**src/rtl/core/tks_pkg.sv**
```systemverilog
// Shared types, constants and lookup functions for the token scanner.
`default_nettype none

package tks_pkg;

    // Sizes of the scanner state and of the token fields.
    localparam int POS_BITS       = 16;
    localparam int KW_CHARS       = 5;
    localparam int KW_BITS        = 8 * KW_CHARS;
    localparam int LEN_BITS       = 16;
    localparam int START_BITS     = 16;
    localparam int QUEUE_DEPTH    = 4;
    localparam int QUEUE_PTR_BITS = $clog2(QUEUE_DEPTH);
    localparam int QUEUE_CNT_BITS = $clog2(QUEUE_DEPTH + 1);

    localparam logic [LEN_BITS-1:0] LEN_MAX = {LEN_BITS{1'b1}};

    typedef logic [5:0] kind_t;

    // Token kinds: plain classes and keywords.
    localparam kind_t K_ID      = 6'd0;
    localparam kind_t K_NUM     = 6'd1;
    localparam kind_t K_REAL    = 6'd2;
    localparam kind_t K_DO      = 6'd3;
    localparam kind_t K_IF      = 6'd4;
    localparam kind_t K_ELSE    = 6'd5;
    localparam kind_t K_WHILE   = 6'd6;
    localparam kind_t K_BREAK   = 6'd7;
    localparam kind_t K_MAIN    = 6'd8;
    localparam kind_t K_BASIC   = 6'd9;
    // Two-character operators.
    localparam kind_t K_INC     = 6'd10;
    localparam kind_t K_DEC     = 6'd11;
    localparam kind_t K_LE      = 6'd12;
    localparam kind_t K_GE      = 6'd13;
    localparam kind_t K_EQ      = 6'd14;
    localparam kind_t K_LAND    = 6'd15;
    localparam kind_t K_LOR     = 6'd16;
    localparam kind_t K_NE      = 6'd17;
    // Single symbols.
    localparam kind_t K_LPAREN  = 6'd18;
    localparam kind_t K_RPAREN  = 6'd19;
    localparam kind_t K_LBRACK  = 6'd20;
    localparam kind_t K_RBRACK  = 6'd21;
    localparam kind_t K_LBRACE  = 6'd22;
    localparam kind_t K_RBRACE  = 6'd23;
    localparam kind_t K_DOT     = 6'd24;
    localparam kind_t K_PLUS    = 6'd25;
    localparam kind_t K_MINUS   = 6'd26;
    localparam kind_t K_STAR    = 6'd27;
    localparam kind_t K_SLASH   = 6'd28;
    localparam kind_t K_PERCENT = 6'd29;
    localparam kind_t K_LT      = 6'd30;
    localparam kind_t K_GT      = 6'd31;
    localparam kind_t K_ASSIGN  = 6'd32;
    localparam kind_t K_SEMI    = 6'd33;
    localparam kind_t K_COMMA   = 6'd34;
    localparam kind_t K_NOT     = 6'd35;
    localparam kind_t K_AND     = 6'd36;
    localparam kind_t K_OR      = 6'd37;
    localparam kind_t K_UNKNOWN = 6'd38;

    typedef enum logic [2:0] {
        MODE_IDLE,
        MODE_IDENT,
        MODE_INT,
        MODE_REAL,
        MODE_HELD,
        MODE_COMMENT
    } scan_mode_t;

    // One input beat.
    typedef struct packed {
        logic [7:0] char_in;
        logic       text_end;
    } in_item_t;

    // One output beat.
    typedef struct packed {
        kind_t                 token_kind;
        logic [START_BITS-1:0] lexeme_start;
        logic [LEN_BITS-1:0]   lexeme_length;
        logic                  run_last;
        logic                  stream_end;
    } out_item_t;

    // One queue slot: the tokens caused by one byte, one or two of them.
    typedef struct packed {
        logic      two;
        out_item_t first;
        out_item_t second;
    } slot_t;

    // Kind of a lone symbol byte; anything unlisted is unknown.
    function automatic kind_t single_kind(input logic [7:0] c);
        kind_t k;
        case (c)
            "(":     k = K_LPAREN;
            ")":     k = K_RPAREN;
            "[":     k = K_LBRACK;
            "]":     k = K_RBRACK;
            "{":     k = K_LBRACE;
            "}":     k = K_RBRACE;
            ".":     k = K_DOT;
            "+":     k = K_PLUS;
            "-":     k = K_MINUS;
            "*":     k = K_STAR;
            "/":     k = K_SLASH;
            "%":     k = K_PERCENT;
            "<":     k = K_LT;
            ">":     k = K_GT;
            "=":     k = K_ASSIGN;
            ";":     k = K_SEMI;
            ",":     k = K_COMMA;
            "!":     k = K_NOT;
            "&":     k = K_AND;
            "|":     k = K_OR;
            default: k = K_UNKNOWN;
        endcase
        return k;
    endfunction

    // Kind of a two-byte operator; unknown when the bytes form no pair.
    function automatic kind_t pair_kind(input logic [7:0] a, input logic [7:0] b);
        kind_t k;
        k = K_UNKNOWN;
        if (a == "+" && b == "+") k = K_INC;
        else if (a == "-" && b == "-") k = K_DEC;
        else if (a == "<" && b == "=") k = K_LE;
        else if (a == ">" && b == "=") k = K_GE;
        else if (a == "=" && b == "=") k = K_EQ;
        else if (a == "&" && b == "&") k = K_LAND;
        else if (a == "|" && b == "|") k = K_LOR;
        else if (a == "!" && b == "=") k = K_NE;
        return k;
    endfunction

    // Keyword lookup. The buffer holds the first bytes of the identifier,
    // first byte lowest, and zeros past its length.
    function automatic kind_t keyword_kind(input logic [LEN_BITS-1:0] len,
                                           input logic [KW_BITS-1:0] kbuf);
        kind_t k;
        k = K_ID;
        if (len <= LEN_BITS'(KW_CHARS)) begin
            if (len == LEN_BITS'(2) && kbuf == KW_BITS'({"o", "d"}))
                k = K_DO;
            else if (len == LEN_BITS'(2) && kbuf == KW_BITS'({"f", "i"}))
                k = K_IF;
            else if (len == LEN_BITS'(4) && kbuf == KW_BITS'({"e", "s", "l", "e"}))
                k = K_ELSE;
            else if (len == LEN_BITS'(5) && kbuf == KW_BITS'({"e", "l", "i", "h", "w"}))
                k = K_WHILE;
            else if (len == LEN_BITS'(5) && kbuf == KW_BITS'({"k", "a", "e", "r", "b"}))
                k = K_BREAK;
            else if (len == LEN_BITS'(4) && kbuf == KW_BITS'({"n", "i", "a", "m"}))
                k = K_MAIN;
            else if (len == LEN_BITS'(5) && kbuf == KW_BITS'({"t", "a", "o", "l", "f"}))
                k = K_BASIC;
            else if (len == LEN_BITS'(3) && kbuf == KW_BITS'({"t", "n", "i"}))
                k = K_BASIC;
            else if (len == LEN_BITS'(4) && kbuf == KW_BITS'({"r", "a", "h", "c"}))
                k = K_BASIC;
            else if (len == LEN_BITS'(4) && kbuf == KW_BITS'({"d", "i", "o", "v"}))
                k = K_BASIC;
        end
        return k;
    endfunction

endpackage

`default_nettype wire

```
**src/rtl/core/tks_front.sv**
```systemverilog
// Front end: takes source bytes, runs the scanner state and packs tokens into queue slots.
`default_nettype none

module tks_front (
    input  wire logic             clk,
    input  wire logic             rst_n,
    input  wire logic             byte_valid,
    output logic                  byte_stall,
    input  wire tks_pkg::in_item_t byte_data,
    input  wire logic             queue_full,
    output logic                  push,
    output tks_pkg::slot_t        push_data
);
    import tks_pkg::*;

    scan_mode_t              mode_reg,  mode_next,  adv_mode;
    logic [POS_BITS-1:0]     pos_reg,   pos_next;
    logic [POS_BITS-1:0]     start_reg, start_next, adv_start;
    logic [LEN_BITS-1:0]     len_reg,   len_next,   adv_len;
    logic [KW_BITS-1:0]      kw_reg,    kw_next,    adv_kw;
    logic [7:0]              held_reg,  held_next,  adv_held;

    logic [7:0]          c;
    logic                last;
    logic                accept;
    logic                c_space, c_alpha, c_digit, c_holdable;
    logic [LEN_BITS-1:0] len_grown;
    kind_t               pair_k;
    logic                restart;
    logic                pair_hit;
    logic                fresh_emit;
    logic                v1, v2, v3;
    out_item_t           t1, t2, t3;
    out_item_t           first_tok, second_tok;
    logic                have_one, have_two;

    // Token that the given pending state stands for.
    function automatic out_item_t pend_token(input scan_mode_t m,
                                             input logic [POS_BITS-1:0] st,
                                             input logic [LEN_BITS-1:0] ln,
                                             input logic [KW_BITS-1:0] kb,
                                             input logic [7:0] hs);
        out_item_t t;
        t.lexeme_start  = START_BITS'(st);
        t.lexeme_length = ln;
        t.run_last      = 1'b0;
        t.stream_end    = 1'b0;
        case (m)
            MODE_IDENT: t.token_kind = keyword_kind(ln, kb);
            MODE_INT:   t.token_kind = K_NUM;
            MODE_REAL:  t.token_kind = K_REAL;
            MODE_HELD:
            begin
                t.token_kind    = single_kind(hs);
                t.lexeme_length = LEN_BITS'(1);
            end
            default:    t.token_kind = K_UNKNOWN;
        endcase
        return t;
    endfunction

    function automatic logic has_pending(input scan_mode_t m);
        return (m == MODE_IDENT) || (m == MODE_INT) || (m == MODE_REAL) || (m == MODE_HELD);
    endfunction

    // Byte classes.
    assign c          = byte_data.char_in;
    assign last       = byte_data.text_end;
    assign c_space    = (c == " ") || (c >= 8'd9 && c <= 8'd13);
    assign c_alpha    = (c >= "a" && c <= "z") || (c >= "A" && c <= "Z");
    assign c_digit    = (c >= "0" && c <= "9");
    assign c_holdable = (c == "/") || (c == "+") || (c == "-") || (c == "<") ||
                        (c == ">") || (c == "=") || (c == "&") || (c == "|") || (c == "!");
    assign len_grown  = (len_reg == LEN_MAX) ? len_reg : len_reg + LEN_BITS'(1);
    assign pair_k     = pair_kind(held_reg, c);

    // The queue must have room for a whole slot before a byte is taken.
    assign byte_stall = queue_full;
    assign accept     = byte_valid && !queue_full;

    // Scanner state after this byte, before the end-of-text reset.
    always_comb
    begin
        adv_mode   = mode_reg;
        adv_start  = start_reg;
        adv_len    = len_reg;
        adv_kw     = kw_reg;
        adv_held   = held_reg;
        restart    = 1'b0;
        pair_hit   = 1'b0;
        case (mode_reg)
            MODE_IDENT:
            begin
                if (c_alpha || c_digit) begin
                    for (int j = 0; j < KW_CHARS; j++) begin
                        if (len_reg == LEN_BITS'(j))
                            adv_kw[8*j +: 8] = c;
                    end
                    adv_len = len_grown;
                end else begin
                    restart = 1'b1;
                end
            end
            MODE_INT:
            begin
                if (c_digit) begin
                    adv_len = len_grown;
                end else if (c == ".") begin
                    adv_mode = MODE_REAL;
                    adv_len  = len_grown;
                end else begin
                    restart = 1'b1;
                end
            end
            MODE_REAL:
            begin
                if (c_digit)
                    adv_len = len_grown;
                else
                    restart = 1'b1;
            end
            MODE_HELD:
            begin
                if (held_reg == "/" && c == "/") begin
                    adv_mode = MODE_COMMENT;
                end else if (pair_k != K_UNKNOWN) begin
                    adv_mode = MODE_IDLE;
                    pair_hit = 1'b1;
                end else begin
                    restart = 1'b1;
                end
            end
            MODE_COMMENT:
            begin
                if (c == "\n")
                    adv_mode = MODE_IDLE;
            end
            default:
            begin
                restart = 1'b1;
            end
        endcase

        // A byte that is scanned fresh opens a new token.
        fresh_emit = 1'b0;
        if (restart) begin
            adv_mode = MODE_IDLE;
            if (!c_space) begin
                adv_start = pos_reg;
                adv_len   = LEN_BITS'(1);
                if (c_alpha) begin
                    adv_mode = MODE_IDENT;
                    adv_kw   = KW_BITS'(c);
                end else if (c_digit) begin
                    adv_mode = MODE_INT;
                end else if (c_holdable) begin
                    adv_mode = MODE_HELD;
                    adv_held = c;
                end else begin
                    fresh_emit = 1'b1;
                end
            end
        end
    end

    // Register values: the end of the text returns everything to reset.
    always_comb
    begin
        if (last) begin
            mode_next  = MODE_IDLE;
            pos_next   = '0;
            start_next = '0;
            len_next   = '0;
            kw_next    = '0;
            held_next  = '0;
        end else begin
            mode_next  = adv_mode;
            pos_next   = pos_reg + POS_BITS'(1);
            start_next = adv_start;
            len_next   = adv_len;
            kw_next    = adv_kw;
            held_next  = adv_held;
        end
    end

    // Tokens of this byte in text order: the closed token or pair, the
    // byte's own symbol, then whatever is still open at the end of the text.
    always_comb
    begin
        v1 = (restart && has_pending(mode_reg)) || pair_hit;
        t1 = pend_token(mode_reg, start_reg, len_reg, kw_reg, held_reg);
        if (pair_hit) begin
            t1.token_kind    = pair_k;
            t1.lexeme_length = LEN_BITS'(2);
        end

        v2               = fresh_emit;
        t2.token_kind    = single_kind(c);
        t2.lexeme_start  = START_BITS'(pos_reg);
        t2.lexeme_length = LEN_BITS'(1);
        t2.run_last      = 1'b0;
        t2.stream_end    = 1'b0;

        v3 = last && has_pending(adv_mode);
        t3 = pend_token(adv_mode, adv_start, adv_len, adv_kw, adv_held);

        have_one   = v1 || v2 || v3;
        have_two   = (v1 && (v2 || v3)) || (v2 && v3);
        first_tok  = v1 ? t1 : (v2 ? t2 : t3);
        second_tok = (v1 && v2) ? t2 : t3;

        first_tok.run_last    = !have_two;
        first_tok.stream_end  = last;
        second_tok.run_last   = 1'b1;
        second_tok.stream_end = last;

        push             = accept && have_one;
        push_data.two    = have_two;
        push_data.first  = first_tok;
        push_data.second = second_tok;
    end

    // Control state.
    always_ff @(posedge clk or negedge rst_n)
    begin
        if (!rst_n) begin
            mode_reg  <= MODE_IDLE;
            pos_reg   <= '0;
            start_reg <= '0;
            len_reg   <= '0;
            kw_reg    <= '0;
            held_reg  <= '0;
        end else if (accept) begin
            mode_reg  <= mode_next;
            pos_reg   <= pos_next;
            start_reg <= start_next;
            len_reg   <= len_next;
            kw_reg    <= kw_next;
            held_reg  <= held_next;
        end
    end

endmodule

`default_nettype wire

```
**src/rtl/core/tks_queue.sv**
```systemverilog
// Short slot queue between the scanner front end and the token output stage.
`default_nettype none

module tks_queue (
    input  wire logic           clk,
    input  wire logic           rst_n,
    input  wire logic           push,
    input  wire tks_pkg::slot_t push_data,
    output logic                full,
    output logic                head_valid,
    output tks_pkg::slot_t      head_data,
    input  wire logic           pop
);
    import tks_pkg::*;

    slot_t                     slot_reg [QUEUE_DEPTH];
    logic [QUEUE_PTR_BITS-1:0] wr_ptr_reg, wr_ptr_next;
    logic [QUEUE_PTR_BITS-1:0] rd_ptr_reg, rd_ptr_next;
    logic [QUEUE_CNT_BITS-1:0] count_reg,  count_next;

    assign full       = (count_reg == QUEUE_CNT_BITS'(QUEUE_DEPTH));
    assign head_valid = (count_reg != '0);
    assign head_data  = slot_reg[rd_ptr_reg];

    // Pointer and fill count updates.
    always_comb
    begin
        wr_ptr_next = wr_ptr_reg;
        rd_ptr_next = rd_ptr_reg;
        count_next  = count_reg;
        if (push) begin
            wr_ptr_next = (wr_ptr_reg == QUEUE_PTR_BITS'(QUEUE_DEPTH - 1)) ?
                          '0 : wr_ptr_reg + QUEUE_PTR_BITS'(1);
        end
        if (pop) begin
            rd_ptr_next = (rd_ptr_reg == QUEUE_PTR_BITS'(QUEUE_DEPTH - 1)) ?
                          '0 : rd_ptr_reg + QUEUE_PTR_BITS'(1);
        end
        if (push && !pop)
            count_next = count_reg + QUEUE_CNT_BITS'(1);
        else if (pop && !push)
            count_next = count_reg - QUEUE_CNT_BITS'(1);
    end

    always_ff @(posedge clk or negedge rst_n)
    begin
        if (!rst_n) begin
            wr_ptr_reg <= '0;
            rd_ptr_reg <= '0;
            count_reg  <= '0;
        end else begin
            wr_ptr_reg <= wr_ptr_next;
            rd_ptr_reg <= rd_ptr_next;
            count_reg  <= count_next;
        end
    end

    // Slot storage needs no reset.
    always_ff @(posedge clk)
    begin
        if (push)
            slot_reg[wr_ptr_reg] <= push_data;
    end

endmodule

`default_nettype wire

```
**src/rtl/core/tks_back.sv**
```systemverilog
// Back end: unpacks queue slots into single token beats held in an output register.
`default_nettype none

module tks_back (
    input  wire logic           clk,
    input  wire logic           rst_n,
    input  wire logic           head_valid,
    input  wire tks_pkg::slot_t head_data,
    output logic                pop,
    output logic                token_valid,
    input  wire logic           token_stall,
    output tks_pkg::out_item_t  token_data
);
    import tks_pkg::*;

    logic      valid_reg, valid_next;
    logic      half_reg,  half_next;
    out_item_t data_reg,  data_next;
    logic      load;

    assign token_valid = valid_reg;
    assign token_data  = data_reg;
    assign load        = !valid_reg || !token_stall;

    // Load the next token when the output register is free or being taken.
    // A two-token slot stays at the head until its second token is loaded.
    always_comb
    begin
        valid_next = valid_reg;
        half_next  = half_reg;
        data_next  = data_reg;
        pop        = 1'b0;
        if (load) begin
            if (head_valid) begin
                valid_next = 1'b1;
                data_next  = half_reg ? head_data.second : head_data.first;
                if (head_data.two && !half_reg) begin
                    half_next = 1'b1;
                end else begin
                    half_next = 1'b0;
                    pop       = 1'b1;
                end
            end else begin
                valid_next = 1'b0;
            end
        end
    end

    always_ff @(posedge clk or negedge rst_n)
    begin
        if (!rst_n) begin
            valid_reg <= 1'b0;
            half_reg  <= 1'b0;
        end else begin
            valid_reg <= valid_next;
            half_reg  <= half_next;
        end
    end

    always_ff @(posedge clk)
    begin
        data_reg <= data_next;
    end

endmodule

`default_nettype wire

```
**src/rtl/core/c_like_token_scanner_top.sv**
```systemverilog
// Top level of the streaming token scanner for C-like source text.
//
// Source text comes in on the byte channel, one byte per beat, with
// text_end set on the final byte. Tokens leave on the token channel, one
// token per beat, with kind, start position and saturating length.
// A byte is taken in every cycle in which the queue is not full: the front end
// scans it and writes the tokens it closes (none, one or two) as one slot of a
// four-slot queue. The output stage hands out one token per cycle while
// token_stall is low, so a byte that closes two tokens needs an output beat
// for each; a steady run of such bytes fills the queue and byte_stall rises.
// A token goes from its queue slot into the output register and is shown on
// token_valid from there.
// While token_stall is high the output token holds and the queue fills;
// bytes keep coming in until the queue is full.
// Reset empties the queue and the output register and puts the scanner at
// position 0 with nothing pending. The final byte of a text does the same to
// the scanner after flushing any open token, so the next byte opens a new text.
`default_nettype none

module c_like_token_scanner_top (
    input  wire logic               clk,
    input  wire logic               rst_n,
    input  wire logic               byte_valid,
    output logic                    byte_stall,
    input  wire tks_pkg::in_item_t  byte_data,
    output logic                    token_valid,
    input  wire logic               token_stall,
    output tks_pkg::out_item_t      token_data
);
    import tks_pkg::*;

    logic  push;
    slot_t push_data;
    logic  queue_full;
    logic  head_valid;
    slot_t head_data;
    logic  pop;

    tks_front u_front (
        .clk        (clk),
        .rst_n      (rst_n),
        .byte_valid (byte_valid),
        .byte_stall (byte_stall),
        .byte_data  (byte_data),
        .queue_full (queue_full),
        .push       (push),
        .push_data  (push_data)
    );

    tks_queue u_queue (
        .clk        (clk),
        .rst_n      (rst_n),
        .push       (push),
        .push_data  (push_data),
        .full       (queue_full),
        .head_valid (head_valid),
        .head_data  (head_data),
        .pop        (pop)
    );

    tks_back u_back (
        .clk         (clk),
        .rst_n       (rst_n),
        .head_valid  (head_valid),
        .head_data   (head_data),
        .pop         (pop),
        .token_valid (token_valid),
        .token_stall (token_stall),
        .token_data  (token_data)
    );

endmodule

`default_nettype wire

```
**config.mk**
```make
export PLATFORM = sky130hd
export DESIGN_NAME = c_like_token_scanner_top
export DESIGN_NICKNAME = d
export VERILOG_FILES = /design/src/rtl/core/tks_pkg.sv /design/src/rtl/core/tks_front.sv /design/src/rtl/core/tks_queue.sv /design/src/rtl/core/tks_back.sv /design/src/rtl/core/c_like_token_scanner_top.sv
export SDC_FILE = /design/constraint.sdc
export NUM_CORES = 1
export LEC_CHECK = 0
export ABC_AREA = 1
export BUFFER_PORTS_ARGS = -buffer_cell sky130_fd_sc_hd__clkbuf_2
export CAP_MARGIN = 0
export CORE_ASPECT_RATIO = 0.9
export CORE_UTILIZATION = 62
export CTS_CLUSTER_SIZE = 16
export DETAILED_ROUTE_END_ITERATION = 16
export PLACE_DENSITY = 0.91
export SLEW_MARGIN = 20
export SYNTH_ARGS = -nofsm -noshare
export SYNTH_HDL_FRONTEND = slang
export SYNTH_SLANG_ARGS = --single-unit
```
**constraint.sdc**
```tcl
create_clock -name clk -period 17.6 [get_ports clk]
set_input_delay 3.52 -clock clk [delete_from_list [all_inputs] [get_ports clk]]
set_output_delay 3.52 -clock clk [all_outputs]
set_load 0.005 [all_outputs]
```
==> flow_summary.yaml <==
worst_setup_path:
  end_kind: "register"
  max_stage_delay_ns: 0.77
  path_common_cell: "nand2_1"
  critPathKind: "input pin to register"
  reg2regPathDepth: 17
  required_ns: 17.81
  worstPathCellList: "clkbuf_2 > nor2_2 > nand3_1 > nand3_2 > nand3_2 > nand3_4 > nand3_4 > nand2_4 > nand2_2 > nand2_1 > inv_1 > nand2_1 > nand2_1 > nand2_1 > nand2_1 > a21oi_2 > inv_2 > nor2_4 > buf_4"
  r2r_setup_slack_ns: 10.99
  crit_fanout: 57
  worstReg2RegStart: "u_front.mode_reg[0]"
  critical_path_arrival_ns: 8.81
  slowest_stage: "nor2_4"
  cp-start-kind: "input pin"
  r2r_end: "u_queue.slot_reg[1][1]"
routing:
  drc: 0
  drtPass1Iterations: 8
  vias: 20200
  viasPerCell: 6.40
  wl_um: 68500
  drt_iter0_drc: 2842
  wire_per_inst_um: 21.7
  ant_nets: 0
synth:
  syn_nets: 2658
  yosysSeqAreaShare_pct: 56.9
  syn_inst: 2632
  yosysWarnings: 0
  ys_ff_latch: 464
  synth_area_um2: 23600
  async_flop_share_pct: 23.3
  synthFlopType: "edfxtp_1"
  synth_edf_count: 356
  synth.distinct_cells: 62
  syn_avg_cell_area_um2: 8.95
run:
  cap_viol_max_count: 0
cells_and_area:
  drive_gt1_share_pct: 9.46
  final_common_cell: "nor2_1"
  register_area_um2: 13400
  largest_reg_flops: 316
  stdcell_area_um2: 25600
  final_nets: 2665
  multi_input_area_um2: 8720
  layout_common_cells: "nor2_1, nand2_1, edfxtp_1"
  fill_cells: 2653
  syn_to_final_growth_pct: 8.70
global_route:
  grt_max_degree: 98
  gr-total-overflow: 0
  grt_pass1_vias: 19400
  grt_use_total_pct: 35.1
  antenna_found_initial: 2
  grt_pass1_wl_um: 106000
sta:
  tns_ns: 0
  rsz0062_at_grt: "false"
  fin_worst_skew_ns: 0.0230
  setup_ws_ns: 9.00
  slew_headroom_pct: 18.8
  whs_ns: 0.513
  period_minus_slack_ns: 8.60
  min_period_over_period_pct: 48.9
  worstMarginPinSlew_ns: 1.21
  drv_slew: 0
  timing.final.setup_violations: 0
  final_hold_viol_count: 0
  fmax_mhz: 116
floorplan:
  num_rows: 67
  ios: 55
  fp.dieH_um: 187
  fp.coreArea_um2: 37300
  dieArea_um2: 38800
  die_w_um: 207
  initial_utilization_pct: 63.1
clocking:
  cts_max_level: 2
  clk_path_buf_depth: 3
  cts_root_buf: "clkbuf_16"
  cts_buffers: 45
  tritoncts: "done"
  cts-resized-gates: 0
  cts.sinks: 464
  post_cts_buffers: 0
  cts_hold_buf: 0
  clk_latency_ns: 0.59
  cts.reportedPaths.clkPinSlew_ns: 0.06
placement:
  place_congestion: 1.01
  placed_area_um2: 24100
  place_hpwl_um: 44800
  dp_slack_ns: 8.45
  io_buffers: 54
power:
  ir_drop_mv: 0.137
  cellLeakagePower_uw: 0.00999
  powerDensity_nw_per_um2: 155
hold_path:
  hold_path_end: "u_back.token_valid"
  hp-class: "register to register"
  whs_path_depth: 2
  min_from: "u_back.token_valid"
run_status:
  status: "completed"
per-stage QoR:
stage	instances	total power, uW	util [%]
2_1_floorplan	2632	2530	-
3_3_place_gp	3074	2860	64.6
3_5_place_dp	3074	2940	64.6
4_1_cts	3157	3930	68.6
5_1_grt	3158	4140	68.6
6_report	3160	3960	68.6
cells by family after synthesis:
kind of cell / count (synthesis) / synth area share [%]
adders and majority gates: 13 / 0.722
xor gates and xnor gates: 3 / 0.112
DFF: 464 / 56.9
and+or+nand+nor: 1247 / 23.0
AOI/OAI and AO/OA: 532 / 12.9
buffers and inverters: 372 / 6.34
muxes: 1 / 0.0478
report_power, final:
part | switching [uW] | internal, uW
Clock | 430 | 546
Sequential | 127 | 1530
Combinational | 974 | 351
Total | 1530 | 2430
cell type report:
class | instances | area share, %
Sequential cell | 464 | 52.3
Multi-Input combinational cell | 1796 | 34.1
Antenna cell | 2 | 0.0195
Clock buffer | 56 | 4.64
Clock inverter | 27 | 1.16
Timing Repair Buffer | 70 | 1.58
Inverter | 262 | 3.86
Tap cell | 483 | 2.36
worst max-delay path, delay by kind of cell:
family	cells	cell delay (ns)
AND/OR/NAND/NOR	14	3.71
AO/OA/AOI/OAI	1	0.28
buffers and inverters	4	1.22
layer usage:
layer  part of all wire (%)  vias to the layer above  global-route usage, %
li1                       -                     9118                      -
met1                     39                     9514                   48.3
met2                     46                     1376                   55.4
met3                     11                      209                   5.41
met4                    4.4                        0                   15.9
met5                      0                        -                      0
synth_stat cells (3+ instances only):
| cell | number | area [um^2] |
|---|---|---|
| nor3b_1 | 6 | 45.0 |
| ha_1 | 12 | 150 |
| nand3b_1 | 8 | 60.1 |
| o21ai_2 | 9 | 78.8 |
| nor4_1 | 24 | 150 |
| nor2_1 | 466 | 1750 |
| nor2_4 | 5 | 56.3 |
| clkbuf_1 | 83 | 312 |
| inv_2 | 31 | 116 |
| o211ai_1 | 8 | 60.1 |
| nor2_2 | 17 | 106 |
| a31oi_1 | 42 | 263 |
| o31ai_1 | 3 | 22.5 |
| o22ai_1 | 118 | 738 |
| buf_6 | 9 | 101 |
| or2_2 | 5 | 31.3 |
| o21ai_1 | 23 | 115 |
| inv_1 | 225 | 845 |
| o21ai_0 | 272 | 1360 |
| nand3_2 | 6 | 60.1 |
| nor3_2 | 4 | 40.0 |
| buf_2 | 8 | 40.0 |
| nor3_1 | 56 | 280 |
| a32o_1 | 6 | 60.1 |
| nand4_1 | 39 | 244 |
| buf_1 | 5 | 18.8 |
| buf_4 | 5 | 37.5 |
| nand2_2 | 10 | 62.6 |
| nand3_1 | 134 | 671 |
| a21oi_1 | 29 | 145 |
| a21oi_2 | 6 | 52.6 |
| clkinv_1 | 5 | 18.8 |
| nand2_1 | 450 | 1690 |
| edfxtp_1 | 356 | 10700 |
| dfrtp_1 | 108 | 2700 |
worst max-delay path by stage:
stage / from / to / depth (start not counted) / slack (ns)
finish: byte_data[1] / u_queue.slot_reg[1][1] / 19 / 9.00
global route: byte_data[1] / u_queue.slot_reg[1][44] / 19 / 8.65
CTS: byte_data[1] / u_queue.slot_reg[0][14] / 19 / 9.05
detailed placement: byte_data[1] / u_queue.slot_reg[0][43] / 19 / 8.45
global placement: byte_data[1] / u_queue.slot_reg[0][3] / 19 / 8.64
floorplan: byte_data[1] / u_queue.slot_reg[0][10] / 20 / 8.16
No activity file was read; power rests on OpenSTA's default activity.
